<file path="src/hdl/encoder_homing_position_controller_macros.svh">
// assertion macros for the encoder homing position controller
// sampled on clk, disabled while rst_n is low; empty bodies for synthesis
`ifndef ENCODER_HOMING_POSITION_CONTROLLER_MACROS_SVH
`define ENCODER_HOMING_POSITION_CONTROLLER_MACROS_SVH

`ifndef SYNTHESIS
// property holds at every clock edge out of reset
`define EHPC_ASSERT(lbl, prop, msg) \
  lbl: assert property (@(posedge clk) disable iff (!rst_n) prop) else $error(msg);
// consequent holds in the cycle after the trigger
`define EHPC_ASSERT_NEXT(lbl, trig, cons, msg) \
  lbl: assert property (@(posedge clk) disable iff (!rst_n) (trig) |=> (cons)) else $error(msg);
`else
`define EHPC_ASSERT(lbl, prop, msg)
`define EHPC_ASSERT_NEXT(lbl, trig, cons, msg)
`endif

`endif

</file>
<file path="src/hdl/ehpc_pkg.sv">
// shared types and constants of the encoder homing position controller
// request and mode codes, servo codes, quadrature table, stream item layouts
package ehpc_pkg;

  // fixed field widths
  localparam int REQ_W      = 3;
  localparam int ARG_W      = 12;
  localparam int OFF_W      = 11;
  localparam int POS_W      = 11;
  localparam int PANEL_W    = 6;
  localparam int SERVO_W    = 8;
  localparam int IN_DATA_W  = 16;
  localparam int OUT_DATA_W = 48;

  // request kinds
  typedef enum logic [REQ_W-1:0] {
    REQ_SAMPLE     = 3'd0,
    REQ_TICK       = 3'd1,
    REQ_MOVE       = 3'd2,
    REQ_ADV_PANELS = 3'd3,
    REQ_ADV_PULSES = 3'd4,
    REQ_CALIBRATE  = 3'd5,
    REQ_STOP       = 3'd6,
    REQ_RESET      = 3'd7
  } req_t;

  // wheel modes
  typedef enum logic [2:0] {
    MODE_EMERGENCY = 3'd0,
    MODE_STOPPED   = 3'd1,
    MODE_AUTO_CAL  = 3'd2,
    MODE_CAL       = 3'd3,
    MODE_MOVING    = 3'd4,
    MODE_SLOW      = 3'd5
  } mode_t;

  // servo codes
  localparam logic [SERVO_W-1:0] SERVO_STOP = 8'd90;
  localparam logic [SERVO_W-1:0] SERVO_SLOW = 8'd97;
  localparam logic [SERVO_W-1:0] SERVO_NEAR = 8'd105;
  localparam logic [SERVO_W-1:0] SERVO_MID  = 8'd115;
  localparam logic [SERVO_W-1:0] SERVO_FAR  = 8'd125;
  localparam logic [SERVO_W-1:0] SERVO_FULL = 8'd140;
  localparam logic [SERVO_W-1:0] SERVO_SLOT = 8'd105;

  // quadrature decode, indexed by {prev a, prev b, a, b}
  localparam logic [15:0] QUAD_FWD = 16'h4182;
  localparam logic [15:0] QUAD_BWD = 16'h2814;

  // input transfer payload, lowest field last
  typedef struct packed {
    logic             pad;
    logic [ARG_W-1:0] argument;
    logic             optical_level;
    logic             enc_b;
    logic             enc_a;
  } in_item_t;

  // result transfer payload, lowest field last
  typedef struct packed {
    logic [5:0]         pad;
    logic               missed_steps;
    logic               fault;
    logic               is_calibrated;
    logic [POS_W-1:0]   goal_pulse;
    logic [PANEL_W-1:0] position_panel;
    logic [POS_W-1:0]   position_pulse;
    logic [SERVO_W-1:0] servo_code;
    logic [2:0]         mode_code;
  } out_item_t;

endpackage

</file>
<file path="src/hdl/encoder_homing_position_controller.sv">
// Encoder homing position controller: one result per input transfer.
// The result passes through the input register and then the result register.
// Throughput: one transfer per clock unless the result stream stalls; the state update sets that rate.
// in_tready drops only while both the input and result registers are full and stalled.
// Reset (rst_n low, synchronous): state, flags and the home offset cleared (previous optical level set high),
// mode stopped, servo code 90; no clearing pass.
`include "encoder_homing_position_controller_macros.svh"

module encoder_homing_position_controller
  import ehpc_pkg::*;
#(
  parameter int PANEL_COUNT   = 62,
  parameter int PANEL_PULSES  = 24,
  parameter int CENTER_OFFSET = 12
) (
  input  logic                  clk,
  input  logic                  rst_n,
  // configuration: home pulse offset
  input  logic                  cfg_wr_en,
  input  logic [OFF_W-1:0]      cfg_wr_data,
  // request stream
  input  logic                  in_tvalid,
  output logic                  in_tready,
  input  logic [IN_DATA_W-1:0]  in_tdata,   // enc_a, enc_b, optical_level, argument[11:0], 0
  input  logic [REQ_W-1:0]      in_tuser,   // req_type[2:0]
  // result stream
  output logic                  out_tvalid,
  input  logic                  out_tready,
  output logic [OUT_DATA_W-1:0] out_tdata   // mode_code[2:0], servo_code[7:0],
                                            // position_pulse[10:0], position_panel[5:0],
                                            // goal_pulse[10:0], is_calibrated, fault,
                                            // missed_steps, 0
);

  // derived sizes
  localparam int PULSE_TOTAL = PANEL_COUNT * PANEL_PULSES;
  localparam int CW = $clog2(PULSE_TOTAL);
  localparam int PW = $clog2(PANEL_COUNT);
  localparam int SW = $clog2(PANEL_PULSES);
  localparam int APW = ARG_W + SW + 1;

  localparam logic [CW:0]   T_V        = (CW+1)'(PULSE_TOTAL);
  localparam logic [PW:0]   PC_V       = (PW+1)'(PANEL_COUNT);
  localparam logic [SW:0]   PPP_V      = (SW+1)'(PANEL_PULSES);
  localparam logic [CW-1:0] LAST_PULSE = CW'(PULSE_TOTAL - 1);
  localparam logic [SW-1:0] LAST_SUB   = SW'(PANEL_PULSES - 1);
  localparam logic [PW-1:0] LAST_PANEL = PW'(PANEL_COUNT - 1);
  localparam logic [CW-1:0] CO_MOD     = CW'(CENTER_OFFSET % PULSE_TOTAL);
  localparam logic [CW+1:0] REACH1     = (CW+2)'(PANEL_PULSES);
  localparam logic [CW+1:0] REACH2     = (CW+2)'(2 * PANEL_PULSES);
  localparam logic [CW+1:0] REACH3     = (CW+2)'(3 * PANEL_PULSES);
  localparam logic [ARG_W-1:0] ARG_PANEL_LIMIT = ARG_W'(PANEL_COUNT);

  // reciprocal constants, exact floor for the full input range
  localparam int S_ARG_PC = ARG_W + $clog2(PANEL_COUNT);
  localparam int S_ARG_T  = ARG_W + CW;
  localparam int S_OFF_PP = OFF_W + SW;
  localparam int S_OFF_T  = OFF_W + CW;
  localparam int M_ARG_PC = (2**S_ARG_PC + PANEL_COUNT - 1) / PANEL_COUNT;
  localparam int M_ARG_T  = (2**S_ARG_T + PULSE_TOTAL - 1) / PULSE_TOTAL;
  localparam int M_OFF_PP = (2**S_OFF_PP + PANEL_PULSES - 1) / PANEL_PULSES;
  localparam int M_OFF_T  = (2**S_OFF_T + PULSE_TOTAL - 1) / PULSE_TOTAL;

  // modular add of two values below the pulse count
  function automatic logic [CW-1:0] add_mod(input logic [CW-1:0] x, input logic [CW-1:0] y);
    logic [CW:0] s;
    s = {1'b0, x} + {1'b0, y};
    return (s >= T_V) ? CW'(s - T_V) : CW'(s);
  endfunction

  // handshake control
  logic s1_valid_r;
  logic out_valid_r;
  logic advance;
  logic fire;

  // input register
  req_t             s1_req_r;
  logic             s1_a_r;
  logic             s1_b_r;
  logic             s1_opt_r;
  logic [ARG_W-1:0] s1_arg_r;
  logic [ARG_W-1:0] s1_q_pc_r;
  logic [ARG_W-1:0] s1_q_t_r;

  // home offset and its quotients
  logic [OFF_W-1:0] off_r;
  logic [OFF_W-1:0] off_q_pp_r;
  logic [OFF_W-1:0] off_q_t_r;

  // wheel state
  logic [3:0]         hist_r,     hist_nxt;
  logic [CW-1:0]      raw_r,      raw_nxt;
  logic [SW-1:0]      sub_r,      sub_nxt;
  logic [PW-1:0]      panel_r,    panel_nxt;
  logic [CW-1:0]      goal_r,     goal_nxt;
  mode_t              mode_r,     mode_nxt;
  logic               cal_r,      cal_nxt;
  logic               fault_r,    fault_nxt;
  logic               warn_r,     warn_nxt;
  logic               opt_prev_r, opt_prev_nxt;
  logic [SERVO_W-1:0] servo_r,    servo_nxt;
  out_item_t          out_r,      out_nxt;

  in_item_t in_item;

  // quotients of the argument (at accept) and of the offset (at config write)
  logic [S_ARG_PC+ARG_W-1:0] arg_pc_prod;
  logic [S_ARG_T+ARG_W-1:0]  arg_t_prod;
  logic [S_OFF_PP+OFF_W-1:0] off_pp_prod;
  logic [S_OFF_T+OFF_W-1:0]  off_t_prod;

  // item datapath
  logic [3:0]    hist_cat;
  logic          is_sample;
  logic          fwd;
  logic          bwd;
  logic          home;
  logic          far_from_zero;
  logic [CW-1:0] raw_step;
  logic [SW-1:0] sub_step;
  logic [PW-1:0] panel_step;
  logic [CW-1:0] off_mod;
  logic [PW-1:0] off_panel;
  logic [SW-1:0] off_sub;
  logic [CW:0]   cur_sum;
  logic [CW-1:0] cur;
  logic [SW:0]   sub_sum;
  logic          sub_carry;
  logic [SW-1:0] cur_sub;
  logic [PW:0]   panel_sum;
  logic [PW-1:0] cur_panel;
  logic [CW-1:0] arg_mod_t;
  logic [APW-1:0] arg_ppp;
  logic [CW-1:0] adv_pulses;
  logic [CW-1:0] goal_move;
  logic [CW-1:0] goal_adv_panel;
  logic [CW-1:0] goal_adv_pulse;
  logic          reached;
  logic [CW-1:0] rem;
  mode_t         tick_mode;
  logic [SERVO_W-1:0] tick_code;
  logic [SERVO_W-1:0] tick_servo;

  // stream handshake: each stage moves when the one after it frees up
  assign advance    = !out_valid_r || out_tready;
  assign fire       = s1_valid_r && advance;
  assign in_tready  = !s1_valid_r || advance;
  assign out_tvalid = out_valid_r;
  assign out_tdata  = out_r;
  assign in_item    = in_tdata;

  // reciprocal multiplies ahead of the registers
  assign arg_pc_prod = (S_ARG_PC+ARG_W)'(M_ARG_PC) * (S_ARG_PC+ARG_W)'(in_item.argument);
  assign arg_t_prod  = (S_ARG_T+ARG_W)'(M_ARG_T) * (S_ARG_T+ARG_W)'(in_item.argument);
  assign off_pp_prod = (S_OFF_PP+OFF_W)'(M_OFF_PP) * (S_OFF_PP+OFF_W)'(cfg_wr_data);
  assign off_t_prod  = (S_OFF_T+OFF_W)'(M_OFF_T) * (S_OFF_T+OFF_W)'(cfg_wr_data);

  // input register
  always_ff @(posedge clk) begin
    if (!rst_n) begin
      s1_valid_r <= 1'b0;
    end else if (in_tready) begin
      s1_valid_r <= in_tvalid;
    end
  end

  always_ff @(posedge clk) begin
    if (in_tvalid && in_tready) begin
      s1_req_r  <= req_t'(in_tuser);
      s1_a_r    <= in_item.enc_a;
      s1_b_r    <= in_item.enc_b;
      s1_opt_r  <= in_item.optical_level;
      s1_arg_r  <= in_item.argument;
      s1_q_pc_r <= arg_pc_prod[S_ARG_PC +: ARG_W];
      s1_q_t_r  <= arg_t_prod[S_ARG_T +: ARG_W];
    end
  end

  // home offset register with quotients by panel size and pulse count
  always_ff @(posedge clk) begin
    if (!rst_n) begin
      off_r      <= '0;
      off_q_pp_r <= '0;
      off_q_t_r  <= '0;
    end else if (cfg_wr_en) begin
      off_r      <= cfg_wr_data;
      off_q_pp_r <= off_pp_prod[S_OFF_PP +: OFF_W];
      off_q_t_r  <= off_t_prod[S_OFF_T +: OFF_W];
    end
  end

  // offset reduced modulo the wheel, split into panel and pulse within panel
  assign off_mod   = CW'(off_r - OFF_W'(off_q_t_r * T_V));
  assign off_panel = PW'(off_q_pp_r - OFF_W'(off_q_t_r * PC_V));
  assign off_sub   = SW'(off_r - OFF_W'(off_q_pp_r * PPP_V));

  // quadrature decode
  assign hist_cat  = {hist_r[1:0], s1_a_r, s1_b_r};
  assign is_sample = (s1_req_r == REQ_SAMPLE);
  assign fwd       = QUAD_FWD[hist_cat];
  assign bwd       = QUAD_BWD[hist_cat];
  assign home      = is_sample && fwd && !opt_prev_r && s1_opt_r;

  // counter step, kept both as a pulse count and as panel plus pulse
  always_comb begin
    raw_step   = raw_r;
    sub_step   = sub_r;
    panel_step = panel_r;
    if (fwd) begin
      raw_step = (raw_r == LAST_PULSE) ? '0 : raw_r + 1'b1;
      if (sub_r == LAST_SUB) begin
        sub_step   = '0;
        panel_step = (panel_r == LAST_PANEL) ? '0 : panel_r + 1'b1;
      end else begin
        sub_step = sub_r + 1'b1;
      end
    end else if (bwd) begin
      raw_step = (raw_r == '0) ? LAST_PULSE : raw_r - 1'b1;
      if (sub_r == '0) begin
        sub_step   = LAST_SUB;
        panel_step = (panel_r == '0) ? LAST_PANEL : panel_r - 1'b1;
      end else begin
        sub_step = sub_r - 1'b1;
      end
    end
  end

  assign far_from_zero = (raw_step != '0) && (raw_step != CW'(1)) && (raw_step != LAST_PULSE);

  // counter after this item
  always_comb begin
    raw_nxt   = raw_r;
    sub_nxt   = sub_r;
    panel_nxt = panel_r;
    if (home) begin
      raw_nxt   = '0;
      sub_nxt   = '0;
      panel_nxt = '0;
    end else if (is_sample) begin
      raw_nxt   = raw_step;
      sub_nxt   = sub_step;
      panel_nxt = panel_step;
    end
  end

  // current position with the home offset applied
  assign cur_sum   = {1'b0, raw_nxt} + {1'b0, off_mod};
  assign cur       = (cur_sum >= T_V) ? CW'(cur_sum - T_V) : CW'(cur_sum);
  assign sub_sum   = {1'b0, sub_nxt} + {1'b0, off_sub};
  assign sub_carry = (sub_sum >= PPP_V);
  assign cur_sub   = sub_carry ? SW'(sub_sum - PPP_V) : SW'(sub_sum);
  assign panel_sum = {1'b0, panel_nxt} + {1'b0, off_panel} + (PW+1)'(sub_carry);
  assign cur_panel = (panel_sum >= PC_V) ? PW'(panel_sum - PC_V) : PW'(panel_sum);

  // command targets
  assign arg_mod_t      = CW'(s1_arg_r - ARG_W'(s1_q_t_r * T_V));
  assign arg_ppp        = APW'(s1_arg_r) * APW'(PPP_V);
  assign adv_pulses     = CW'(arg_ppp - APW'(s1_q_pc_r) * APW'(T_V));
  assign goal_move      = add_mod(CW'(arg_ppp), CO_MOD);
  assign goal_adv_panel = add_mod(add_mod(cur - CW'(cur_sub), adv_pulses), CO_MOD);
  assign goal_adv_pulse = add_mod(cur, arg_mod_t);

  // forward distance to the goal
  assign reached = (cur == goal_r);
  assign rem     = (goal_r >= cur) ? goal_r - cur
                                   : CW'((CW+1)'(goal_r) + T_V - (CW+1)'(cur));

  // tick: mode transitions
  always_comb begin
    tick_mode = mode_r;
    case (mode_r)
      MODE_CAL: begin
        if (cal_r) tick_mode = MODE_STOPPED;
      end
      MODE_AUTO_CAL: begin
        if (cal_r) tick_mode = MODE_MOVING;
      end
      MODE_MOVING: begin
        if (!cal_r) tick_mode = MODE_AUTO_CAL;
        if (reached) tick_mode = MODE_STOPPED;
      end
      MODE_SLOW: begin
        if (reached) tick_mode = MODE_STOPPED;
      end
      default: begin
        tick_mode = mode_r;
      end
    endcase
  end

  // tick: servo code from the new mode, tapered by distance while moving
  always_comb begin
    case (tick_mode)
      MODE_AUTO_CAL, MODE_CAL: begin
        tick_code = s1_opt_r ? SERVO_FULL : SERVO_SLOT;
      end
      MODE_MOVING: begin
        if (rem == '0)                     tick_code = SERVO_STOP;
        else if ((CW+2)'(rem) <= REACH1)   tick_code = SERVO_NEAR;
        else if ((CW+2)'(rem) <= REACH2)   tick_code = SERVO_MID;
        else if ((CW+2)'(rem) <= REACH3)   tick_code = SERVO_FAR;
        else                               tick_code = SERVO_FULL;
      end
      MODE_SLOW: begin
        tick_code = SERVO_SLOW;
      end
      default: begin
        tick_code = SERVO_STOP;
      end
    endcase
  end

  assign tick_servo = fault_r ? SERVO_STOP : tick_code;

  // next state per request
  always_comb begin
    hist_nxt     = hist_r;
    goal_nxt     = goal_r;
    mode_nxt     = mode_r;
    cal_nxt      = cal_r;
    fault_nxt    = fault_r;
    warn_nxt     = warn_r;
    opt_prev_nxt = opt_prev_r;
    servo_nxt    = servo_r;
    case (s1_req_r)
      REQ_SAMPLE: begin
        hist_nxt = hist_cat;
        if (fwd) begin
          opt_prev_nxt = s1_opt_r;
          if (home) begin
            cal_nxt = 1'b1;
            if (cal_r && far_from_zero) warn_nxt = 1'b1;
          end
          if ((mode_r == MODE_MOVING || mode_r == MODE_SLOW) && reached) begin
            mode_nxt = MODE_STOPPED;
          end
        end
      end
      REQ_TICK: begin
        mode_nxt  = tick_mode;
        servo_nxt = tick_servo;
      end
      REQ_MOVE: begin
        if (s1_arg_r >= ARG_PANEL_LIMIT) begin
          servo_nxt = SERVO_STOP;
          fault_nxt = 1'b1;
          mode_nxt  = MODE_EMERGENCY;
        end else begin
          goal_nxt = goal_move;
          mode_nxt = MODE_MOVING;
        end
      end
      REQ_ADV_PANELS: begin
        goal_nxt = goal_adv_panel;
        mode_nxt = MODE_MOVING;
      end
      REQ_ADV_PULSES: begin
        goal_nxt = goal_adv_pulse;
        mode_nxt = MODE_SLOW;
      end
      REQ_CALIBRATE: begin
        cal_nxt  = 1'b0;
        goal_nxt = CO_MOD;
        mode_nxt = MODE_CAL;
      end
      REQ_STOP: begin
        servo_nxt = SERVO_STOP;
        mode_nxt  = MODE_STOPPED;
        goal_nxt  = cur;
      end
      REQ_RESET: begin
        servo_nxt = SERVO_STOP;
        mode_nxt  = MODE_STOPPED;
        cal_nxt   = 1'b0;
        fault_nxt = 1'b0;
        warn_nxt  = 1'b0;
      end
      default: begin
        mode_nxt = mode_r;
      end
    endcase
  end

  // result item
  always_comb begin
    out_nxt                = '0;
    out_nxt.mode_code      = 3'(mode_nxt);
    out_nxt.servo_code     = servo_nxt;
    out_nxt.position_pulse = POS_W'(cur);
    out_nxt.position_panel = PANEL_W'(cur_panel);
    out_nxt.goal_pulse     = POS_W'(goal_nxt);
    out_nxt.is_calibrated  = cal_nxt;
    out_nxt.fault          = fault_nxt;
    out_nxt.missed_steps   = warn_nxt;
  end

  // wheel state register
  always_ff @(posedge clk) begin
    if (!rst_n) begin
      hist_r     <= '0;
      raw_r      <= '0;
      sub_r      <= '0;
      panel_r    <= '0;
      goal_r     <= '0;
      mode_r     <= MODE_STOPPED;
      cal_r      <= 1'b0;
      fault_r    <= 1'b0;
      warn_r     <= 1'b0;
      opt_prev_r <= 1'b1;
      servo_r    <= SERVO_STOP;
    end else if (fire) begin
      hist_r     <= hist_nxt;
      raw_r      <= raw_nxt;
      sub_r      <= sub_nxt;
      panel_r    <= panel_nxt;
      goal_r     <= goal_nxt;
      mode_r     <= mode_nxt;
      cal_r      <= cal_nxt;
      fault_r    <= fault_nxt;
      warn_r     <= warn_nxt;
      opt_prev_r <= opt_prev_nxt;
      servo_r    <= servo_nxt;
    end
  end

  // result register
  always_ff @(posedge clk) begin
    if (!rst_n) begin
      out_valid_r <= 1'b0;
    end else if (advance) begin
      out_valid_r <= s1_valid_r;
    end
  end

  always_ff @(posedge clk) begin
    if (fire) begin
      out_r <= out_nxt;
    end
  end

  // checks
  `EHPC_ASSERT(a_fault_holds_servo, out_tvalid && out_r.fault |-> out_r.servo_code == SERVO_STOP, "servo driven while faulted")
  `EHPC_ASSERT(a_emergency_faulted, out_tvalid && out_r.mode_code == MODE_EMERGENCY |-> out_r.fault, "emergency mode without fault")
  `EHPC_ASSERT(a_panel_matches_pulse, out_tvalid |-> (32'(out_r.position_panel) * PANEL_PULSES <= 32'(out_r.position_pulse)) && (32'(out_r.position_pulse) < (32'(out_r.position_panel) + 1) * PANEL_PULSES), "panel index disagrees with pulse position")
  `EHPC_ASSERT_NEXT(a_home_calibrates, fire && home, cal_r && raw_r == '0, "home edge did not zero and calibrate")

endmodule
</file>
<file path="config.mk">
export PLATFORM = sky130hd
export DESIGN_NAME = encoder_homing_position_controller
export DESIGN_NICKNAME = d
export VERILOG_FILES = /design/src/hdl/ehpc_pkg.sv /design/src/hdl/encoder_homing_position_controller.sv
export VERILOG_INCLUDE_DIRS = /design/src /design/src/hdl
export SDC_FILE = /design/constraint.sdc
export NUM_CORES = 1
export LEC_CHECK = 0
export BUFFER_PORTS_ARGS = -buffer_cell sky130_fd_sc_hd__buf_2
export CORE_MARGIN = 4
export CORE_UTILIZATION = 60
export CTS_BUF_LIST = sky130_fd_sc_hd__clkbuf_8
export DETAILED_ROUTE_END_ITERATION = 12
export PLACE_DENSITY = 0.76
export SLEW_MARGIN = 20
export SYNTH_ARGS = -nofsm -noshare
export SYNTH_HDL_FRONTEND = slang
export SYNTH_SLANG_ARGS = --single-unit
</file>
<file path="constraint.sdc">
create_clock -name clk -period 23.3 [get_ports clk]
set_input_delay 1.165 -clock clk [delete_from_list [all_inputs] [get_ports clk]]
set_output_delay 1.165 -clock clk [all_outputs]
set_load 0.05 [all_outputs]
</file>
Word level (Yosys, flattened, before mapping)
Memories as Yosys holds them, arrays and structs flattened.
Index checks and enable logic that the tools add are counted.
Operators by class
  add/subtract/negate cells: 30
  $mul: 10
  divide/modulo/power cells: 0
  magnitude comparators: 13
  equal/unequal tests: 21
  shift operators: 0
  mux-type cells: 60
  bitwise gates (word level): 0
  reductions and logical operators: 26
Operators by type and width (count)
  $mux W11: 13
  $ge A12 B11 Y1 const B: 5
  $mux W8: 7
  $pmux W11 S5: 1
  $sub A11 B11 Y11: 5
  $sub A11 B11 Y11 const B: 5
  $mux W6: 9
  $pmux W8 S3: 2
  $mul A12 B11 Y23 const A: 2
  $add A11 B11 Y12: 3
  $mux W5: 7
  $mul A13 B12 Y25 const A: 1
  $add A11 B4 Y12 const B: 2
  $eq A3 B3 Y1 const B: 8
  $mul A12 B12 Y24 const A: 1
  $mux W3: 8
  $logic_not A11 Y1: 2
  $pmux W3 S7: 1
  $eq A3 B2 Y1 const B: 6
  $ge A12 B6 Y1 const B: 1
  $mul A12 B2 Y8 const B: 1
  $pmux W3 S4: 1
  $add A11 B1 Y11 const B: 1
  $add A11 B11 Y11 const B: 1
  44 further kinds: 67
Storage, ports and cells
  register bits after elaboration: 140
  latch bits: 0
  memory bits (writable): 0
  memory bits (read-only): 32
  input bits: 35
  output and inout port bits: 50
  logic and storage cells: 193
  memories kept: 2
Memories
  (no name shown): words 16, bits a word 1, read ports 1, clocked after memory_dff 0, write ports 0, line encoder_homing_position_controller.sv:202  | assign bwd = QUAD_BWD[hist_cat];
  (no name shown): words 16, bits a word 1, read ports 1, clocked after memory_dff 0, write ports 0, line encoder_homing_position_controller.sv:201  | assign fwd = QUAD_FWD[hist_cat];

Logic depth before layout (Yosys ltp)
  depth in word-level cells: 19
  depth in mapped cells: 52
  depth with buffers taken out: 49

Least setup slack after synthesis
Ideal clock, no wire load.
  path type: register to register
  from: register raw_r[6]
  to: register out_r (netlist bit out_tdata[36]), data pin
  setup time: 0.272 ns
  arrival time: 9.387 ns
  data required time: 23.028 ns
  setup slack: 13.641 ns
  stages on the path, launching flop included: 48
  buffers on the path: 4
  clock period less this slack: 9.659 ns
  cell sequence: dfxtp_1 clkbuf_1 or3_1 or2_2 nor3_1 nor2_1 o21ai_0 o31ai_1 a21oi_1 a21boi_0 ha_1 inv_1 fa_1 and2b_1 o21ai_0 nand2b_1 xor2_2 clkinv_1 (+12 left out) xnor2_1 ha_1 buf_2 a21o_1 nor2_1 a221o_1 or2_1 o31a_1 buf_4 xnor2_1 ha_1 a311oi_1 nand2_1 mux2_1 a221oi_1 o211ai_1 a311oi_1 a22oi_1
Between the ends
  cells in the longest elaborated chain, start to end: 17
  elaborated cells between the ends (all ways): 28
  classes of those cells: add/sub (11); order compare (4); eq/ne (1); mux (11); reduce/logical (1)
Ends and longest elaborated chain
  start: declaration: line encoder_homing_position_controller.sv:93  | logic [CW-1:0] raw_r, raw_nxt;
  start signal: assignment: line encoder_homing_position_controller.sv:414  | raw_r <= raw_nxt;
  $logic_not A11 Y1: line encoder_homing_position_controller.sv:219  | raw_step = (raw_r == '0) ? LAST_PULSE : raw_r - 1'b1;
  $mux W11: line encoder_homing_position_controller.sv:219
  $mux W11: line encoder_homing_position_controller.sv:218  | end else if (bwd) begin
  $mux W11 *: line encoder_homing_position_controller.sv:210  | if (fwd) begin
  $mux W11 *: line encoder_homing_position_controller.sv:240  | end else if (is_sample) begin
  $mux W11 *: line encoder_homing_position_controller.sv:236  | if (home) begin
  via raw_nxt[0]: line encoder_homing_position_controller.sv:93
  $add A11 B11 Y12 *: line encoder_homing_position_controller.sv:248  | assign cur_sum = {1'b0, raw_nxt} + {1'b0, off_mod};
  (+3 left out)
  $add A11 B11 Y12: line encoder_homing_position_controller.sv:67  | s = {1'b0, x} + {1'b0, y};
  $sub A11 B11 Y11 / $ge A12 B11 Y1 (equally long branches): line encoder_homing_position_controller.sv:68  | return (s >= T_V) ? CW'(s - T_V) : CW'(s);
  $mux W11: line encoder_homing_position_controller.sv:68
  $add A11 B4 Y12: line encoder_homing_position_controller.sv:67
  $sub A11 B11 Y11 / $ge A12 B11 Y1 (equally long branches): line encoder_homing_position_controller.sv:68
  $mux W11: line encoder_homing_position_controller.sv:68
  $pmux W11 S5 *: line encoder_homing_position_controller.sv:326  | case (s1_req_r)
  via goal_nxt[8]: line encoder_homing_position_controller.sv:96  | logic [CW-1:0] goal_r, goal_nxt;
  end signal: assignment: line encoder_homing_position_controller.sv:438  | out_r <= out_nxt;
  end: declaration: line encoder_homing_position_controller.sv:103  | out_item_t out_r, out_nxt;
Mark *: on every way through the listed nets, which the timed path passes. The rest lies on a longest branch.
A chain may end at the register's enable or synchronous reset.

Worst setup path in the final report
Ends and elaborated chain as after synthesis.

==> reports/results.md <==
Status
* completed — result of the run

Synthesis
* sky130_fd_sc_hd__ha_1 — count leader, synth
* 139 — post-synthesis sequential element count
* sky130_fd_sc_hd__ha_1 — cell taking the most area after synthesis
* sky130_fd_sc_hd__dfxtp_1 — primary flip-flop cell chosen by synthesis mapping
* sky130_fd_sc_hd__ha_1 (23%), sky130_fd_sc_hd__edfxtp_1 (10%), sky130_fd_sc_hd__fa_1 (9.1%) — Synth area leaders
* 0 — Synth Warn #
* sky130_fd_sc_hd__ha_1 (384), sky130_fd_sc_hd__inv_1 (328), sky130_fd_sc_hd__nand2_1 (185) — Post-synth top cells
* 0.234 — top-area cell type share of the netlist area
* 20500 um^2 — post-synthesis instance area
* 2394 — gate count of the mapped netlist
* 0 — async set-or-reset flop fraction in the synthesized netlist
* 125 — distinct cell type count of the synthesized netlist
* 69 — EDFF count, synth
* 0.169 — register area share after synthesis
* 8.58 um^2 — mean instance size in the synthesized netlist

Timing
* 0.288 — Worst slew margin
* 0 — final hold violation count
* 0 — max-slew violations
* 0 ns — Setup Total Neg Slack
* 0 — # setup viols final
* 1.06 ns — Least-Margin Pin Slew
* 0.0180 ns — Final Skew
* 0.514 — crit share post-route
* 11.97 ns — final critical-path required period
* 0.0835 GHz — max frequency
* no — unrepaired setup endpoints after global routing

GRT
* 17100 — via count of the first global-routing pass
* 82400 um — wire length of the first global-routing pass
* 0 — number of antenna violations at the first check in global routing
* 75 — pin count of the biggest net entering global routing
* 0 — grt total ovfl
* 0.267 — Overall Global Routing Usage

Die
* 193 um — die boundary height
* 85 — Ports
* 67 — FP Rows
* 193 um — floorplan die width
* 0.611 — initial standard-cell utilization of the core
* 33600 um^2 — Core Area
* 37300 um^2 — die area

Clocking
* 0 — quantity of hold-fixing buffers added after cts
* 139 — TritonCTS sink count
* sky130_fd_sc_hd__clkbuf_8 — CTS Root Cell
* done — CTS tree
* 0 — post-cts repair resize count
* 17 — Inserted Clock Buffers
* 0 — number of buffers inserted by post-CTS setup repair
* 0.09 ns — post-CTS clock slew at the launch and capture registers of the worst setup and hold paths
* 4 — level count of the clock H-tree
* 2 — number of buffers between clock root and the deepest sink
* 0.47 ns — clock latency of the later-clocked register in the worst-skew pair

Place
* 0.945 — Routability Congestion
* 40100 um — HPWL reported at the end of detailed placement
* 77 — count of buffers inserted at the top-level ports
* 2868 — Post-Place Cells

Worst setup path
* 0.59 ns — Crit path largest cell delay
* 12.17 ns — data arrival time of the critical path
* raw_r[6]$_SDFFE_PN0P_ — source of the worst register-to-register timing path
* flop to flop — type of the worst setup path
* flop — Startpoint Class
* flop — Critical Path Sink Type
* raw_r[6]$_SDFFE_PN0P_ — worst setup path startpoint
* sky130_fd_sc_hd__ha_1 — most frequent cell on the critical path
* sky130_fd_sc_hd__xor2_1 — slowest stage cell, crit path
* 11 — largest driver fanout on the critical path
* 23.50 ns — critical path data required time

Routing
* 1236 — 1st-iter DRT viols
* 0 — antenna violation net count after detailed routing
* 6.05 — via/cell ratio
* 8 — Pre-antenna DRT Iters
* 49500 um — DRT Wirelength
* 0 — # DRC
* 17500 — via total after detailed routing
* 17.1 um — routed wire length per instance

Final layout
* 0.0832 — layout cells sized above 1
* 2900 — number of cells in the finished layout apart from fillers
* 0 — antenna cell count
* 2951 — Post-layout nets
* 5.49% — Layout area overhead
* 2837 — number of fill cells in the layout

Hold path
* flop to flop — class of the tightest hold or removal check
* servo_r[2]$_SDFFE_PN0P_ — launch instance of the worst min-delay path

Run
* 0 — total of max-cap violations

path summary, 6_finish.rpt:
path | end | slack, ns | depth (start not counted)
setup / recovery | out_tdata[36]$_DFFE_PP_ | 11.33 | 43
hold reg to reg | servo_r[2]$_SDFFE_PN0P_ | 0.47 | 2
setup reg to reg | out_tdata[36]$_DFFE_PP_ | 11.33 | 43
hold / removal | servo_r[2]$_SDFFE_PN0P_ | 0.47 | 2
cells in the final DEF, fill, tap and decap left out, types with 25 or more instances in the layout:
| master | n |
|---|---|
| sky130_fd_sc_hd__ha_1 | 384 |
| sky130_fd_sc_hd__inv_1 | 329 |
| sky130_fd_sc_hd__nand2_1 | 185 |
| sky130_fd_sc_hd__nor2_1 | 132 |
| sky130_fd_sc_hd__a21oi_1 | 116 |
| sky130_fd_sc_hd__xnor2_1 | 101 |
| sky130_fd_sc_hd__o21ai_0 | 99 |
| sky130_fd_sc_hd__fa_1 | 93 |
| sky130_fd_sc_hd__buf_2 | 77 |
| sky130_fd_sc_hd__dfxtp_1 | 70 |
| sky130_fd_sc_hd__edfxtp_1 | 69 |
| sky130_fd_sc_hd__nor3_1 | 52 |
| sky130_fd_sc_hd__nor2b_1 | 49 |
| sky130_fd_sc_hd__nand3_1 | 45 |
| sky130_fd_sc_hd__xor2_1 | 41 |
| sky130_fd_sc_hd__o21a_1 | 37 |
| sky130_fd_sc_hd__a21o_1 | 32 |
| sky130_fd_sc_hd__mux2i_1 | 25 |
stage by stage:
stage          cell area, um^2  utilization  setup slack, ns  hold WS, ns
3_5_place_dp             21300        0.633            11.64        0.467
2_1_floorplan            20600            -            13.64        0.437
6_report                 21700        0.645            11.33        0.472
3_3_place_gp             21300        0.633            11.85        0.449
5_1_grt                  21700        0.645            10.72        0.503
4_1_cts                  21700        0.645            11.57        0.478
cell families (layout without fill, tap and decap cells):
logic type | count (synthesis) | after routing | share of synthesized area
AO/OA/AOI/OAI | 550 | 550 | 0.187
XOR/XNOR | 146 | 146 | 0.0637
adder cells (fa/ha/maj) | 477 | 477 | 0.324
buffers and inverters | 400 | 453 | 0.0776
flip-flops | 139 | 139 | 0.169
multiplexers | 32 | 32 | 0.0167
other | 1 | 6 | 0.000183
AND/OR/NAND/NOR | 649 | 649 | 0.161
state kept, by name, indices dropped and copies added (netlist names), 3 cells and up:
register and flops:
goal_r 11, mode_r 3, off_q_pp_r 6, off_r 11, out_tdata 42, panel_r 6
raw_r 11, s1_arg_r 12, s1_q_pc_r 7, s1_req_r 3, servo_r 8, sub_r 5
routing by layer:
metal / GRT usage / vias up / part of all wire
met5: 0 / - / 0
met4: 0.0752 / 0 / 0.026
met3: 0.0308 / 92 / 0.059
met2: 0.467 / 612 / 0.48
met1: 0.351 / 8292 / 0.43
li1: - / 8541 / -
final cells by class:
| type | instances | area, um^2 | area share |
|---|---|---|---|
| clock inverters | 14 | 156 | 0.00722 |
| inverters | 330 | 1240 | 0.0571 |
| clock buffers | 18 | 248 | 0.0114 |
| flip-flops and latches | 139 | 3470 | 0.160 |
| well taps | 448 | 561 | 0.0259 |
| repair buffers | 91 | 490 | 0.0226 |
| multi-input cells | 1860 | 15500 | 0.715 |
critical path, delay by kind of cell (launching register included):
family                   cells  cell delay (ns)
AO/OA/AOI/OAI               15             3.61
AND/OR/NAND/NOR             14             3.06
adder cells (fa/ha/maj)      6             2.02
XOR/XNOR                     3             1.23
multiplexers                 2             0.71
buffers and inverters        3             0.66
flip-flops                   1             0.42
Power is not shown: default switching activity piles up to over one toggle a cycle in this logic, so the estimate is an artifact.
